**src/rvx_ram.sv**
```systemverilog
`default_nettype none
module rvx_ram #(
    parameter int WIDTH = 64,
    parameter int DEPTH = 16,
    localparam int AW = (DEPTH > 1) ? $clog2(DEPTH) : 1
) (
    input  wire logic             clk,
    input  wire logic             we,
    input  wire logic [AW-1:0]    waddr,
    input  wire logic [WIDTH-1:0] wdata,
    input  wire logic [AW-1:0]    raddr,
    output logic      [WIDTH-1:0] rdata
);

    logic [WIDTH-1:0] mem [DEPTH];

    always_ff @(posedge clk)
    begin
        if (we)
        begin
            mem[waddr] <= wdata;
        end
        rdata <= mem[raddr];
    end

endmodule
`default_nettype wire

```
**config.mk**
```make
export PLATFORM = sky130hd
export DESIGN_NAME = rvx_ram
export DESIGN_NICKNAME = d
export VERILOG_FILES = /design/src/rvx_ram.sv
export SDC_FILE = /design/constraint.sdc
export NUM_CORES = 1
export LEC_CHECK = 0
export ABC_AREA = 1
export BUFFER_PORTS_ARGS = -buffer_cell sky130_fd_sc_hd__buf_2
export CAP_MARGIN = 20
export CORE_MARGIN = 10
export CORE_UTILIZATION = 60
export DETAILED_ROUTE_END_ITERATION = 8
export PLACE_DENSITY_LB_ADDON = 0.25
export REMOVE_ABC_BUFFERS = 1
export SYNTH_ARGS = -nofsm -noshare
export SYNTH_HDL_FRONTEND = slang
export SYNTH_SLANG_ARGS = --single-unit
```
**constraint.sdc**
```tcl
create_clock -name clk -period 10.68 [get_ports clk]
set_input_delay 2.67 -clock clk [delete_from_list [all_inputs] [get_ports clk]]
set_output_delay 2.67 -clock clk [all_outputs]
set_load 0.02 [all_outputs]
```
Word-level counts from Yosys, hierarchy flattened. Memories as Yosys holds them, arrays and structs flattened. A register that Yosys moved wholly into a read port is not among the register bits. Cells that the tools add are included.

Bits in writable memories: 1024. Memories: 1. Output and inout bits: 64. Logic and storage cells: 3. Bits in registers: 0. Input bits: 74.

Memories: mem (depth 16, width 64, read ports 1, clocked after Yosys merged registers in 1, write ports 1, line 15) `logic [WIDTH-1:0] mem [DEPTH];`.

Multiplexer cells: 2.

Operators with widths (count): $mux W1 (2).

Depth between registers and ports, before layout.
Word-level depth: 2. Depth in mapped cells: 10. Gate-level depth less buffers: 7.

Worst setup path after synthesis. OpenSTA, ideal clock, no wires.

Kind: input to register. From: input waddr[2]. To: memory mem[10][0] (enable). Library setup time: 486 ps. Required time: 10194 ps. Path buffers: 0. Setup slack: 4631 ps. Data arrival time: 5562 ps. Cell stages on the path: 2. Cell sequence: nand3b_1 > nor2_1.

RTL lines: from (decl) (line 9) `input wire logic [AW-1:0] waddr,`; to (decl) (line 15).

No word-level cell before the write port.

==> run metrics <==
status=finished clean; Critical R2R Capture=rdata[16]; TritonCTS buffer count=about 110; Max Slew Vio Count=0; register area=32000 um2; final wirelength=105 mm; Worst Path Max Fanout=113; Vias=around 29000; grt met3 use=3.77%; IO Pins=138; Final Hold Fails=0; hold_buf cts=0; share of post-route cells with drive strength above 1=~8.2%; Seq/Total Area, Yosys=70.7%; headroom to the max-slew limit=7.74%; total of max-cap violations=0; Synth area leaders=edfxtp_1, nand2_1, nand3_1, inv_1, dfxtp_1; critical path class=in -> reg; GR Overflow Total=0; vias in the first global route=28100; fin crit period=about 5 ns; synthesized area=between 40000 and 50000 um2; Buffers on Ports=approximately 140; Comb pwr share=6.0%; worst-case clock buffer depth=3; fill count=5398; CP endpoint=rdata[59]; Crit. Startpoint=raddr[0]; global-route wire length before repair=~160 mm; switching power=0.00200 W; worst r2r src=mem[1][16]; clk root buf=clkbuf_16; clock network fraction of total power=a little over 40%; crit path DAT=5.74 ns; Yosys warnings=0; Final ANT Viol Nets=0; R2R depth=6; Setup crit start kind=input port; largest net degree at the start of global routing=227; Flop pwr share=52.7%; crit end category=register; worst hold slack=0.642 ns; die area=between 80000 and 90000 um2; max frequency=194 MHz; area delta synth->final=10.1%; dpl hpwl=50.2 mm; Die Wd=295 um; worst hold path class=reg -> reg; Clock Latency Late Sink=0.67 ns; Nets=~4400; fin crit share=slightly below 50%; area share of the largest cell type after synthesis=67.9%; CORE AREA=74600 um2; Post-Route Skew=roughly 0.025 ns; RSZ-0062 raised after global routing=no; Leak Pwr=21.4 nW; Final TNS setup=0 ns; WL/cell=about 20 um; clk sinks=roughly 1100; #FFs+latches synth=1088; final setup margin=5.53 ns; CP Data Required Time=approximately 11 ns; Post-CTS Setup Bufs=0; synthesized instance count=4210; multi-input logic area=9110 um2; Sw Share=21.9%; Vias/cell=5.41; met2 global-route usage=41.3%; worst vdd ir=155 uV; placed insts=5146; Layout Cells excl Fill=~5400; actual slew at the worst max-slew pin=1.38 ns; initial antenna violation count=11; initial drt markers=2855; Synth Area per Inst=10.8 um2; # rows=100; gr usage total=24.2%; reg2reg setup slack=9.54 ns; area leader, netlist=edfxtp_1; GR peak layer=met2; Residual DRC=0; endpoints failing setup=0; gpl congestion=roughly 0.76; Die Y=295 um; initial core utilization=60.7%; power density cells=about 180 nW/um2; GR Util met1=30.5%; CTS tree=done; clock slew at reported path FFs=0.06 ns; Synth cell types=15; Setup WS pre-CTS=4.94 ns; 1st-pass router iterations=6; Post-CTS Resized=0; Power Internal=~0.0071 W; H-tree depth=3; final core occ=66.9%
## cells in the mapped netlist
library cell  instances
inv_1               771
buf_8                 1
nand3_1             769
buf_4                16
buf_2               116
buf_1                11
inv_6                 1
nand2_1            1349
buf_6                46
inv_2                 2
edfxtp_1           1024
nor2_1               17
nand3b_1              2
clkbuf_1             21
dfxtp_1              64
## layout make-up
| class | count | share of cell area, % |
|---|---|---|
| Antenna cell | 4 | 0.0201 |
| Clock inverter | 54 | 1.09 |
| Sequential cell | 1088 | 64.2 |
| Tap cell | 969 | 2.43 |
| Multi-Input combinational cell | 2137 | 18.3 |
| Timing Repair Buffer | 178 | 2.07 |
| Clock buffer | 146 | 6.01 |
| Inverter | 774 | 5.89 |
## kinds of logic (layout without fill, tap and decap cells)
family                 after synthesis  count (layout)  synth area share [%]
buffers and inverters              985            1152                  9.42
other                                0               4                     0
DFF                               1088            1088                  70.7
and+or+nand+nor                   2137            2137                  19.9
## worst min path at each step
stage | start | to | slack [ns] | depth (start not counted)
3_5_place_dp | mem[10][55] | rdata[55] | 0.63 | 6
2_1_floorplan | mem[10][0] | rdata[0] | 0.61 | 6
3_3_place_gp | mem[10][52] | rdata[52] | 0.63 | 6
5_1_grt | mem[10][1] | rdata[1] | 0.70 | 6
4_1_cts | mem[10][55] | rdata[55] | 0.65 | 6
6_report | mem[11][29] | rdata[29] | 0.64 | 6
## through the flow
step / power [W] / instance area [um2]
CTS: 0.00915 / 49900
global placement: 0.00543 / 46300
global route: 0.00939 / 49900
detailed placement: 0.00544 / 46300
floorplan: 0.00518 / 43900
finish: 0.00912 / 49900
## worst max-delay path, cell delays in order
cell	delay, ns
buf_8	0.54
buf_4	0.83
buf_4	0.87
nand2_1	0.16
nand2_1	0.13
nand2_1	0.05
nand3_1	0.11
nand3_1	0.10
nand2_1	0.10
## power by group through the flow
| stage | Combinational, W | Clock [W] | Sequential (W) |
|---|---|---|---|
| final | 0.000549 | 0.00377 | 0.00480 |
| after CTS | 0.000550 | 0.00380 | 0.00480 |
| after floorplan | 0.000252 | 0 | 0.00492 |
| after global routing | 0.000609 | 0.00398 | 0.00481 |
| after detailed placement | 0.000545 | 0 | 0.00489 |
| after global placement | 0.000537 | 0 | 0.00489 |
## state kept, by name (all words and copies together), names as in the netlist
| signal | cells |
|---|---|
| mem | 1024 |
| rdata | 64 |
## routing by layer
metal | share of wire (%) | vias up
met5 | 0.086 | -
met4 | 3.8 | 14
met3 | 8.1 | 282
met2 | 49 | 1243
met1 | 39 | 13600
li1 | - | 13700
## layout by cell type, fill, tap and decap left out, drive strengths merged, types with 10 or more instances in the layout
master and count:
nand2 1349, edfxtp 1024, inv 779, nand3 769
buf 178, clkbuf 146, dfxtp 64, clkinv 39
nor2 17, bufinv 10
(Power assumes the default switching activity.)
