## src/rvx_muldiv.sv

```systemverilog
`default_nettype none
module rvx_muldiv (
    input  wire logic        clk,
    input  wire logic        rst_n,
    input  wire logic        start,
    input  wire logic        is_div,
    input  wire logic [63:0] opa,
    input  wire logic [63:0] opb,
    output logic             done,
    output logic      [63:0] result
);

    logic [63:0] acc_reg, x_reg, y_reg;
    logic [5:0]  cnt_reg;
    logic        run_reg, div_reg, done_reg;
    logic [64:0] trial;
    logic        ge;

    assign trial  = {acc_reg, y_reg[63]};
    assign ge     = trial >= {1'b0, x_reg};
    assign done   = done_reg;
    assign result = div_reg ? y_reg : acc_reg;

    always_ff @(posedge clk or negedge rst_n)
    begin
        if (!rst_n)
        begin
            run_reg  <= 1'b0;
            done_reg <= 1'b0;
            cnt_reg  <= '0;
        end
        else
        begin
            done_reg <= 1'b0;
            if (start)
            begin
                run_reg <= 1'b1;
                div_reg <= is_div;
                cnt_reg <= '0;
                acc_reg <= '0;
                x_reg   <= is_div ? opb : opa;
                y_reg   <= is_div ? opa : opb;
            end
            else if (run_reg)
            begin
                if (div_reg)
                begin
                    acc_reg <= ge ? 64'(trial - {1'b0, x_reg}) : trial[63:0];
                    y_reg   <= {y_reg[62:0], ge};
                end
                else
                begin
                    acc_reg <= y_reg[0] ? acc_reg + x_reg : acc_reg;
                    x_reg   <= {x_reg[62:0], 1'b0};
                    y_reg   <= {1'b0, y_reg[63:1]};
                end
                cnt_reg <= cnt_reg + 6'd1;
                if (cnt_reg == 6'd63)
                begin
                    run_reg  <= 1'b0;
                    done_reg <= 1'b1;
                end
            end
        end
    end

endmodule
`default_nettype wire

```

## config.mk

```make
export PLATFORM = sky130hd
export DESIGN_NAME = rvx_muldiv
export DESIGN_NICKNAME = d
export VERILOG_FILES = /design/src/rvx_muldiv.sv
export SDC_FILE = /design/constraint.sdc
export NUM_CORES = 1
export LEC_CHECK = 0
export ABC_AREA = 1
export BUFFER_PORTS_ARGS = -buffer_cell sky130_fd_sc_hd__buf_2
export CORE_MARGIN = 1.5
export CORE_UTILIZATION = 30
export CTS_CLUSTER_DIAMETER = 200
export DETAILED_ROUTE_END_ITERATION = 16
export PLACE_DENSITY = 0.43
export SYNTH_ARGS = -nofsm -noshare
export SYNTH_HDL_FRONTEND = slang
export SYNTH_SLANG_ARGS = --single-unit
```

## constraint.sdc

```tcl
create_clock -name clk -period 5.4 [get_ports clk]
set_input_delay 0.81 -clock clk [delete_from_list [all_inputs] [get_ports clk]]
set_output_delay 0.81 -clock clk [all_outputs]
set_load 0.01 [all_outputs]
```

Word-level counts from Yosys, hierarchy flattened

Index checks and enable logic that the tools add are counted.

Latch bits: 0
Register bits after elaboration: 201
Bits in writable memories: 0
Output and inout port bits: 65
Bits in read-only memories: 0
Memories kept: 0
Bits of input ports: 132
Word-level logic and storage cells: 38

$mul: 0
Div/mod/pow operators: 0
Equal/unequal tests: 2
Add/sub/neg operators: 3
Muxes and demuxes: 21
Shifts and indexed selects: 0
Bitwise logic cells: 0
Reduce and logical (&&, ||, !) cells: 4
Order comparisons: 1

Operators with widths:

| kind                                        | number |
|---|---|
| two-way mux 64 bit                          | 13 |
| >= comparator 65 x 64 -> 1 bit              | 1 |
| adder 64 bit                                | 1 |
| subtractor 64 bit                           | 1 |
| two-way mux 6 bit                           | 2 |
| adder 6 x 1 -> 6 bit, second input constant | 1 |
| equality test 6 bit, second input constant  | 1 |
| two-way mux 1 bit                           | 6 |
| AND reduction 2 bit                         | 2 |
| AND reduction 3 bit                         | 1 |
| != test 2 bit, second input constant        | 1 |
| nonzero test 2 bit                          | 1 |

Depth between registers and ports, before layout

Gate-level depths: netlist of the first run.

Depth in word-level cells: 4
Mapped depth: 20
Mapped depth without buffers: 20

Worst setup path before layout of the first run

OpenSTA, ideal clock, no wires.

Path type: input to register
Start: in start
End: reg x_reg[0] (enable)
Slack: -0.808 ns
Required time: 4.973 ns
Stages on the path: 5
Library setup time: 0.427 ns
Arrival: 5.782 ns
Cell sequence: clkbuf_1 -> clkbuf_1 -> nor2_1 -> nor2_1 -> o21a_1

Longest elaborated chain between the ends: 2
Elaborated cells between the ends (all ways): 3
Those cells by class: eq/ne (1); reduce/logical (2)

Ends and longest elaborated chain:

| element                                                       | RTL line | text |
|---|---|---|
| from (decl)                                                   | 5        | `input wire logic start,` |
| != test 2 bit (no line) or nonzero test 2 bit (tied branches) | --       |  |
| AND reduction 3 bit (no line) *                               | --       |  |
| to (signal assigned)                                          | 41       | `x_reg <= is_div ? opb : opa;` |
| to (signal assigned)                                          | 54       | `x_reg <= {x_reg[62:0], 1'b0};` |
| to (decl)                                                     | 13       | `logic [63:0] acc_reg, x_reg, y_reg;` |

Mark *: on every way between the ends. The rest lies on a longest branch, timed or not.
A chain may end at the register's enable or synchronous reset.

Worst setup path in the final report of the first run

Start: reg x_reg[27]
End: reg acc_reg[41], data pin

Longest elaborated chain between the ends: 4
Elaborated cells between the ends (all ways): 7
Those cells by class: add/sub (2); order compare (1); mux (4)

Ends and longest elaborated chain:

| element                                      | RTL line | text |
|---|---|---|
| adder 64 bit, or another cell as far along   | 53       | `acc_reg <= y_reg[0] ? acc_reg + x_reg : acc_reg;` |
| two-way mux 64 bit, on equally long branches | 53, 48   |  |
| two-way mux 64 bit *                         | 46       | `if (div_reg)` |
| two-way mux 64 bit *                         | 44       | `else if (run_reg)` |
| to (signal assigned)                         | 48       | `acc_reg <= ge ? 64'(trial - {1'b0, x_reg}) : trial[63:0];` |
| to (signal assigned)                         | 53       |  |
| to (decl)                                    | 13       |  |

Marked as above.

==> key figures, run 1 <==
Drt
  • Final WL: 120.9 mm
  • DR pass1 iterations: 5
  • Wire length per cell: 22.15 um
  • Vias: 27390
  • Antenna viol nets, final: 0
  • Detailed-route DRC error count: 0
  • Via density: 5.017
  • Starting DRT DRC Count: 2470

Clock network
  • Cts repair resizes: 0
  • Clock Sinks: 201
  • Clock latency on the worst-skew pair: 0.60 ns
  • # hold bufs at CTS: 0
  • H-tree levels: 1
  • CTS Buf Count: 28
  • Clk pin slew, worst setup/hold paths: 0.06 ns
  • Post-CTS Setup Repair Bufs: 0
  • Clk buf depth: 3
  • Root Buffer: clkbuf_16
  • CTS tree: yes

Power
  • Total power: 7.514 mW
  • Worst VDD drop: 0.0002333 V
  • Power Dens Cells: 276.3 mW/mm^2
  • Leakage: 15.08 nW

Timing
  • Hold WS: 0.5216 ns
  • Final Hold Fails: 0
  • RSZ-0062 raised after global routing: no
  • Worst Clk Skew: 0.02051 ns
  • Tcrit/Tclk final: 0.7008
  • Setup TNS: 0 ns
  • Final setup slack of the worst path: 1.616 ns
  • FMAX: 264.3 MHz
  • Slew HR: 0.2563
  • Final slew viol count: 0
  • Period minus WS final: 3.784 ns
  • # setup viols final: 0
  • Slew @ Worst Pin: 1.115 ns

Setup path
  • Reg2reg start: x_reg[27]$_DFFE_PP_
  • Crit Path Class: reg2reg
  • CP arrival: 4.23 ns
  • Crit start category: flip-flop
  • Max FO, Critical Path: 35
  • Worst EP required: 5.85 ns
  • Reg-to-reg endpoint: acc_reg[41]$_SDFFCE_PP0P_
  • Reg2Reg Depth: 18
  • Critical Path End Type: flip-flop
  • R2R setup slack: 1.62 ns

Hold path
  • Worst Hold Path Cells: 1
  • Hold Startpoint: cnt_reg[3]$_DFFE_PN0N_
  • Hold crit path type: reg2reg
  • Hold endpoint: cnt_reg[3]$_DFFE_PN0N_

Logic synthesis
  • Post-synthesis mux area share: 0
  • Largest family of logic cells by synthesized area: simple AND/OR/NAND/NOR gates
  • Syn Area/Cell: 5.697 um^2
  • Post-synthesis sequential area ratio: 0.2471
  • Synth Area in Simple Gates: 0.3629
  • Adder-Cell Fraction of Synth Area: 0.06766
  • Post-Syn Area: 0.02426 mm^2
  • Number of synthesis warnings: 0
  • Mapped Cells: 4259
  • Post-synth EDFFs: 193
  • Number of library cell types mapped by synthesis: 40
  • Xor and xnor fraction of the mapped netlist area: 0.01913
  • Syn nets: 4521
  • Synth Area in Compound Gates: 0.1509
  • Seq cells post-synth: 201
  • Async S/R FF share, synth: 0.03980
  • Ys flop type: edfxtp_1

Final layout
  • Final non-filler cell total: 5460
  • Final nets: 4635
  • Ratio of cells with drive above 1 in the final layout: 0.06964
  • Area growth from synthesis to layout: 12.09%
  • Finished Core Util: 0.3387
  • Design Area, Final: 0.02719 mm^2

Die
  • Die Height: 287.4 um
  • Die Wd: 287.4 um
  • # rows: 104
  • Core Area: 0.08029 mm^2
  • I/O pin count: 197
  • Initial Util: 0.3022
  • Die area: 0.08259 mm^2

Placement
  • Placed cells: 5403
  • Port bufs: 196
  • GP Congestion: 0.9781
  • Place WS: 1.630 ns
  • DPL Wire Length: 97.60 mm
  • Dpl cell area: 0.02628 mm^2

Status
  • Outcome: completed

GRT
  • Global route overflow: 0
  • Vias in the first global route: 26040
  • Total GRT Usage: 0.2851
  • First-pass GRT wire length: 175.5 mm
  • Antenna violations before repair: 7
  • Largest net degree at the start of global routing: 174

Job
  • Max_cap viols: 0
-- per-layer routing --
metal | GRT usage | wire length [um] | share of wire | vias to the layer above
met1 | 0.4304 | 60050 | 0.50 | 12930
met5 | 0 | 76 | 0.00063 | -
li1 | - | - | - | 13560
met4 | 0.05276 | 2134 | 0.018 | 12
met2 | 0.4364 | 51820 | 0.43 | 793
met3 | 0.02881 | 6850 | 0.057 | 98
-- cell families after synthesis --
| family | Yosys count |
|---|---|
| xor gates and xnor gates | 53 |
| DFF | 201 |
| and+or+nand+nor | 2224 |
| AOI/OAI and AO/OA | 680 |
| buffers and inverters | 971 |
| adders and majority gates | 130 |
-- power breakdown --
part           internal, mW  leakage [nW]  switching (mW)  total, mW
combinational          1.01          12.6            2.54       3.55
clock                  1.11         0.448           0.808       1.92
sequential             1.90          2.01           0.136       2.04
-- final cells by class --
type                            instances  area [um^2]
Clock inverter                         18        163.9
Inverter                              837         3149
Antenna cell                            6        15.01
Multi-Input combinational cell       3087        14600
Sequential cell                       201         5997
Timing Repair Buffer                  218         1207
Tap cell                             1060         1326
Clock buffer                           33        740.7
Fill cell                            9219        53090
-- synthesized netlist by cell type (24+ instances only) --
library cell / number / area share
edfxtp_1: 193 / 0.24
nand3_1: 191 / 0.039
clkbuf_1: 98 / 0.015
a22oi_1: 62 / 0.019
ha_1: 128 / 0.066
inv_1: 811 / 0.13
nand2_1: 1601 / 0.25
nor3_1: 25 / 0.0052
nor2_1: 354 / 0.055
buf_1: 24 / 0.0037
xor2_1: 44 / 0.016
o21ai_0: 212 / 0.044
a21oi_1: 333 / 0.069
o22ai_1: 62 / 0.016
-- how the worst max path moves through the flow --
stage,slack (ns),from,end
floorplan,0.27,start,x_reg[0]$_SDFFCE_PN0P_
global placement,1.63,acc_reg[6]$_SDFFCE_PP0P_,acc_reg[39]$_SDFFCE_PP0P_
detailed placement,1.63,acc_reg[6]$_SDFFCE_PP0P_,acc_reg[39]$_SDFFCE_PP0P_
CTS,1.61,acc_reg[6]$_SDFFCE_PP0P_,acc_reg[38]$_SDFFCE_PP0P_
global route,1.35,acc_reg[6]$_SDFFCE_PP0P_,acc_reg[35]$_SDFFCE_PP0P_
finish,1.62,x_reg[27]$_DFFE_PP_,acc_reg[41]$_SDFFCE_PP0P_
-- worst max-delay path: stages (launching register included) --
cell and delay [ns]:
edfxtp_1 0.43, inv_1 0.18, ha_1 0.31, nand2_1 0.19, nor2_1 0.11, nand2_1 0.19
clkinv_1 0.09, nand2_1 0.07, nand2_1 0.07, inv_2 0.05, nand2_1 0.15, nand2_2 0.16
nand2_4 0.22, nor2_8 0.68, buf_4 0.42, nand2_1 0.09, nand2_1 0.07, nor2_1 0.06
nor2_1 0.08
-- layout by cell type, fill, tap and decap left out, drive strengths merged, types with 26 or more instances in the layout --
master / count
a21oi: 334
a22oi: 62
buf: 218
clkbuf: 33
edfxtp: 193
ha: 128
inv: 833
nand2: 1605
nand3: 192
nor2: 366
nor3: 26
o21ai: 213
o22ai: 62
xor2: 44
No activity file was read; power rests on OpenSTA's default activity.
==> inputs of run 2 (changes only) <==
--- a/config.mk
+++ b/config.mk
@@ -5,13 +5,13 @@
 export SDC_FILE = /design/constraint.sdc
 export NUM_CORES = 1
 export LEC_CHECK = 0
-export ABC_AREA = 1
+export ABC_AREA = 0
 export BUFFER_PORTS_ARGS = -buffer_cell sky130_fd_sc_hd__buf_2
 export CORE_MARGIN = 1.5
 export CORE_UTILIZATION = 30
 export CTS_CLUSTER_DIAMETER = 200
 export DETAILED_ROUTE_END_ITERATION = 16
-export PLACE_DENSITY = 0.43
+export PLACE_DENSITY = 0.42
 export SYNTH_ARGS = -nofsm -noshare
 export SYNTH_HDL_FRONTEND = slang
 export SYNTH_SLANG_ARGS = --single-unit
==> constraint.sdc (replaced) <==
create_clock -name clk -period 3.9 [get_ports clk]
set_input_delay 0.585 -clock clk [delete_from_list [all_inputs] [get_ports clk]]
set_output_delay 0.585 -clock clk [all_outputs]
set_load 0.01 [all_outputs]
==> run 2 against run 1 <==
Non-clock buffer count grew 213. Clock power grew 51%. Register-to-register slack worse by 1.4 ns. Sequential power grew 38%. Area after synthesis down 16%. Sequential cell count unchanged. Cell count decreased by 32%. Die area is 16% lower. Count of clock-buffer cells in the layout down 5. Fmax is 2.3% higher. Critical endpoint is now acc_reg[61]$_SDFFCE_PP0P_.
==> key figures, run 2 <==
Power
  • Leakage: 10.70 nW (-29%)
  • Comb power frac: 0.457 (-0.016)
  • Seq pwr share: 0.268 (-0.003)
  • Total power: 10.53 mW (+40%)
  • Internal cell power: 6.393 mW (+59%)
  • Net Sw Power: 4.138 mW (+19%)
  • Switching part of the total power: 0.3929 (-0.07077)
  • Worst VDD drop: 0.0002919 V (+25%)
  • Clock share of power: 0.275 (+0.019)
  • Power Dens Cells: 427.2 mW/mm^2 (+55%)

Setup path
  • Crit path launch: acc_reg[1]$_SDFFCE_PP0P_
  • Highest cell delay on the worst timing path: 0.45 ns (-0.23 ns)
  • Most frequent cell on the critical path: buf_4
  • Crit start category: flip-flop
  • Critical Path End Type: flip-flop
  • Worst EP required: 4.19 ns (-1.66 ns)
  • Crit Path Class: reg2reg
  • Critical path's slowest cell: edfxtp_1
  • Worst-path cell chain: ha_1, a211oi_2, o21a_1, a21oi_2, buf_4, o21ai_1, buf_4, nand4_1, buf_4, a311oi_1, buf_4, o31ai_2, a21o_1, nand4_1, mux2i_1, o221ai_1
  • Reg2reg start: acc_reg[1]$_SDFFCE_PP0P_
  • Max FO, Critical Path: 4 (-89%)
  • CP arrival: 3.99 ns (-0.24 ns)

GRT
  • Global route overflow: 0 (unchanged)
  • First-pass GRT wire length: 125.4 mm (-29%)
  • Total GRT Usage: 0.2324 (-0.05275)
  • Antenna violations before repair: 0 (-7)
  • Largest net degree at the start of global routing: 99 (-43%)
  • Vias in the first global route: 20400 (-22%)

Drt
  • Final WL: 82.67 mm (-32%)
  • Antenna viol nets, final: 0 (unchanged)
  • Met2 routed WL: 37.11 mm (-28%)
  • Top sig layer: met4
  • Met1 wire length: 38.56 mm (-36%)
  • Via density: 5.551 (+11%)
  • DR pass1 iterations: 6 (+1)
  • Vias: 20520 (-25%)
  • Wire length per cell: 22.36 um (+0.96%)
  • Starting DRT DRC Count: 1434 (-42%)
  • Detailed-route DRC error count: 0 (unchanged)
  • WL met3: 4.728 mm (-31%)

Final layout
  • Area growth from synthesis to layout: 21.36%
  • Number of fill cells in the layout: 7133 (-23%)
  • Final nets: 3066 (-34%)
  • Design Area, Final: 0.02465 mm^2 (-9.4%)
  • Final non-filler cell total: 3697 (-32%)
  • Commonest cells after routing, fill and taps aside: 278 x a21oi_1, 243 x nand2_1, 228 x buf_4
  • Antenna diode count: 0 (-6)
  • Commonest non-fill, non-tap cell in the layout: a21oi_1
  • Ratio of cells with drive above 1 in the final layout: 0.1880 (+0.1184)

Clock network
  • H-tree levels: 1 (unchanged)
  • Clock Sinks: 201 (unchanged)
  • # hold bufs at CTS: 0 (unchanged)
  • Clk pin slew, worst setup/hold paths: 0.06 ns (about the same)
  • CTS tree: yes
  • Clock latency on the worst-skew pair: 0.59 ns (about the same)
  • Root Buffer: clkbuf_16
  • CTS Buf Count: 27 (-3.6%)
  • Clk buf depth: 3 (unchanged)

Placement
  • Port bufs: 196 (unchanged)
  • DPL Wire Length: 63.31 mm (-35%)
  • GP Congestion: 0.9138 (-6.6%)
  • Placed cells: 3641 (-33%)
  • Dpl cell area: 0.02346 mm^2 (-11%)

Status
  • Outcome: completed

Logic synthesis
  • Post-Syn Area: 0.02031 mm^2 (-16%)
  • Ys flop type: edfxtp_1
  • Area leader, netlist: edfxtp_1
  • Synth top area cells: edfxtp_1 29%, ha_1 7.9%, a21oi_1 7.0%
  • Post-synth EDFFs: 193 (unchanged)
  • Post-synth top cells: 284 x a21oi_1, 244 x nand2_1, 212 x nor2_1, 193 x edfxtp_1, 162 x o21ai_0
  • Syn Area/Cell: 8.034 um^2 (+41%)
  • Mapped Cells: 2528 (-41%)
  • Number of library cell types mapped by synthesis: 86 (+110%)
  • Seq cells post-synth: 201 (unchanged)
  • Post-synthesis sequential area ratio: 0.2952 (+0.04808)
  • Syn nets: 2790 (-38%)
  • Post-synth top area share: 0.2853 (+0.03765)
  • Most common cell in the netlist: a21oi_1
  • Async S/R FF share, synth: 0.03980 (unchanged)
  • Number of synthesis warnings: 0 (unchanged)

Die
  • Die Wd: 263.2 um (-8.4%)
  • Die area: 0.06927 mm^2 (-16%)
  • # rows: 95 (-8.7%)
  • Die Height: 263.2 um (-8.4%)
  • Core Area: 0.06704 mm^2 (-17%)
  • Initial Util: 0.3030 (+0.0007764)
  • I/O pin count: 197 (unchanged)

Timing
  • Final slew viol count: 0 (unchanged)
  • Worst Clk Skew: 0.03883 ns (+0.01832 ns)
  • # setup viols final: 0 (unchanged)
  • Tcrit/Tclk final: 0.9486 (+0.2478)
  • Period minus WS final: 3.699 ns (-0.08491 ns)
  • Hold WS: 0.03735 ns (-0.4843 ns)
  • FMAX: 270.3 MHz (+2.3%)
  • RSZ-0062 raised after global routing: yes
  • Slew @ Worst Pin: 0.8771 ns (-0.2384 ns)
  • Final Hold Fails: 0 (unchanged)
  • Slew HR: 0.4139 (+0.1575)

Hold path
  • Hold crit path type: in2async

Job
  • Max_cap viols: 0 (unchanged)
==> run 2: changes by cell type after synthesis, sizes merged, moves of 50 or more <==
cell,change
nor2,-154
mux2i,+98
a22oi,-55
inv,-690
a21o,+101
nand3,-170
a211oi,+107
nand2,-1361
xnor2,+50
a31oi,+66
nor2b,+71
==> run 2: cell type report <==
cell class              instances  area (um^2)  share of cell area
multi-input cells            1999        13160              0.5337
clock inverters                21        324.1             0.01315
flip-flops and latches        201         5996              0.2432
well taps                     873         1092             0.04431
inverters                     144        544.3             0.02208
clock buffers                  28        679.4             0.02756
repair buffers                431         2858              0.1159
==> run 2: logic make-up after synthesis <==
| kind of cell | share of synthesized area |
|---|---|
| compound gates | 0.2962 |
| xor+xnor | 0.05132 |
| fa+ha+maj | 0.08082 |
| buf+inv | 0.06419 |
| flops | 0.2952 |
| mux | 0.05051 |
| simple gates | 0.1618 |
==> run 2: path summary, 6_finish.rpt <==
kind                            cells past startpoint  slack [ns]                        end
worst max-delay path                               16        0.20  acc_reg[61]$_SDFFCE_PP0P_
worst min-delay path                                1        0.04     cnt_reg[5]$_DFFE_PN0N_
worst max register to register                     16        0.20  acc_reg[61]$_SDFFCE_PP0P_
worst min register to register                      2        0.56     cnt_reg[1]$_DFFE_PN0N_
max in group asynchronous                           2        2.70     cnt_reg[0]$_DFFE_PN0N_
min in group clk                                    3        0.39        y_reg[40]$_DFFE_PP_
==> run 2: what timing repair did <==
item,in CTS,in global routing
setup buffers,0,7
pin swaps,0,11
endpoints found under the setup margin,3,35
gates resized for setup,4,38
hold endpoints to repair,0,0
==> run 2: metal layers <==
layer	vias to the layer above	global-route usage
met2	628	0.3750
met4	0	0.06390
met5	-	0
met1	9864	0.3231
li1	9926	-
met3	105	0.03246
==> run 2: power by group through the flow <==
stage	logic [mW]	clock network [mW]	registers, mW
detailed placement	4.68	0	2.87
global placement	4.71	0	2.86
finish	4.81	2.90	2.82
floorplan	2.98	0	2.82
CTS	4.72	2.99	2.82
global route	5.26	3.06	2.85
==> run 2: per-stage QoR <==
stage / setup TNS, ns / util / setup WS (ns)
after floorplan: 0 / - / 0.1905
after global placement: -0.04947 / 0.3500 / -0.03783
after detailed placement: -0.1560 / 0.3500 / -0.08918
after CTS: 0 / 0.3653 / 0.02709
after global routing: -0.01038 / 0.3677 / -0.008987
final: 0 / 0.3677 / 0.2006
==> run 2: worst max-delay path: cells and delay by family, from the launching register on <==
| kind | cells | cell delay (ns) |
|---|---|---|
| AO/OA/AOI/OAI | 8 | 1.40 |
| buffers and inverters | 4 | 0.72 |
| flip-flops | 1 | 0.45 |
| adder cells (fa/ha/maj) | 1 | 0.35 |
| AND/OR/NAND/NOR | 2 | 0.27 |
| multiplexers | 1 | 0.24 |
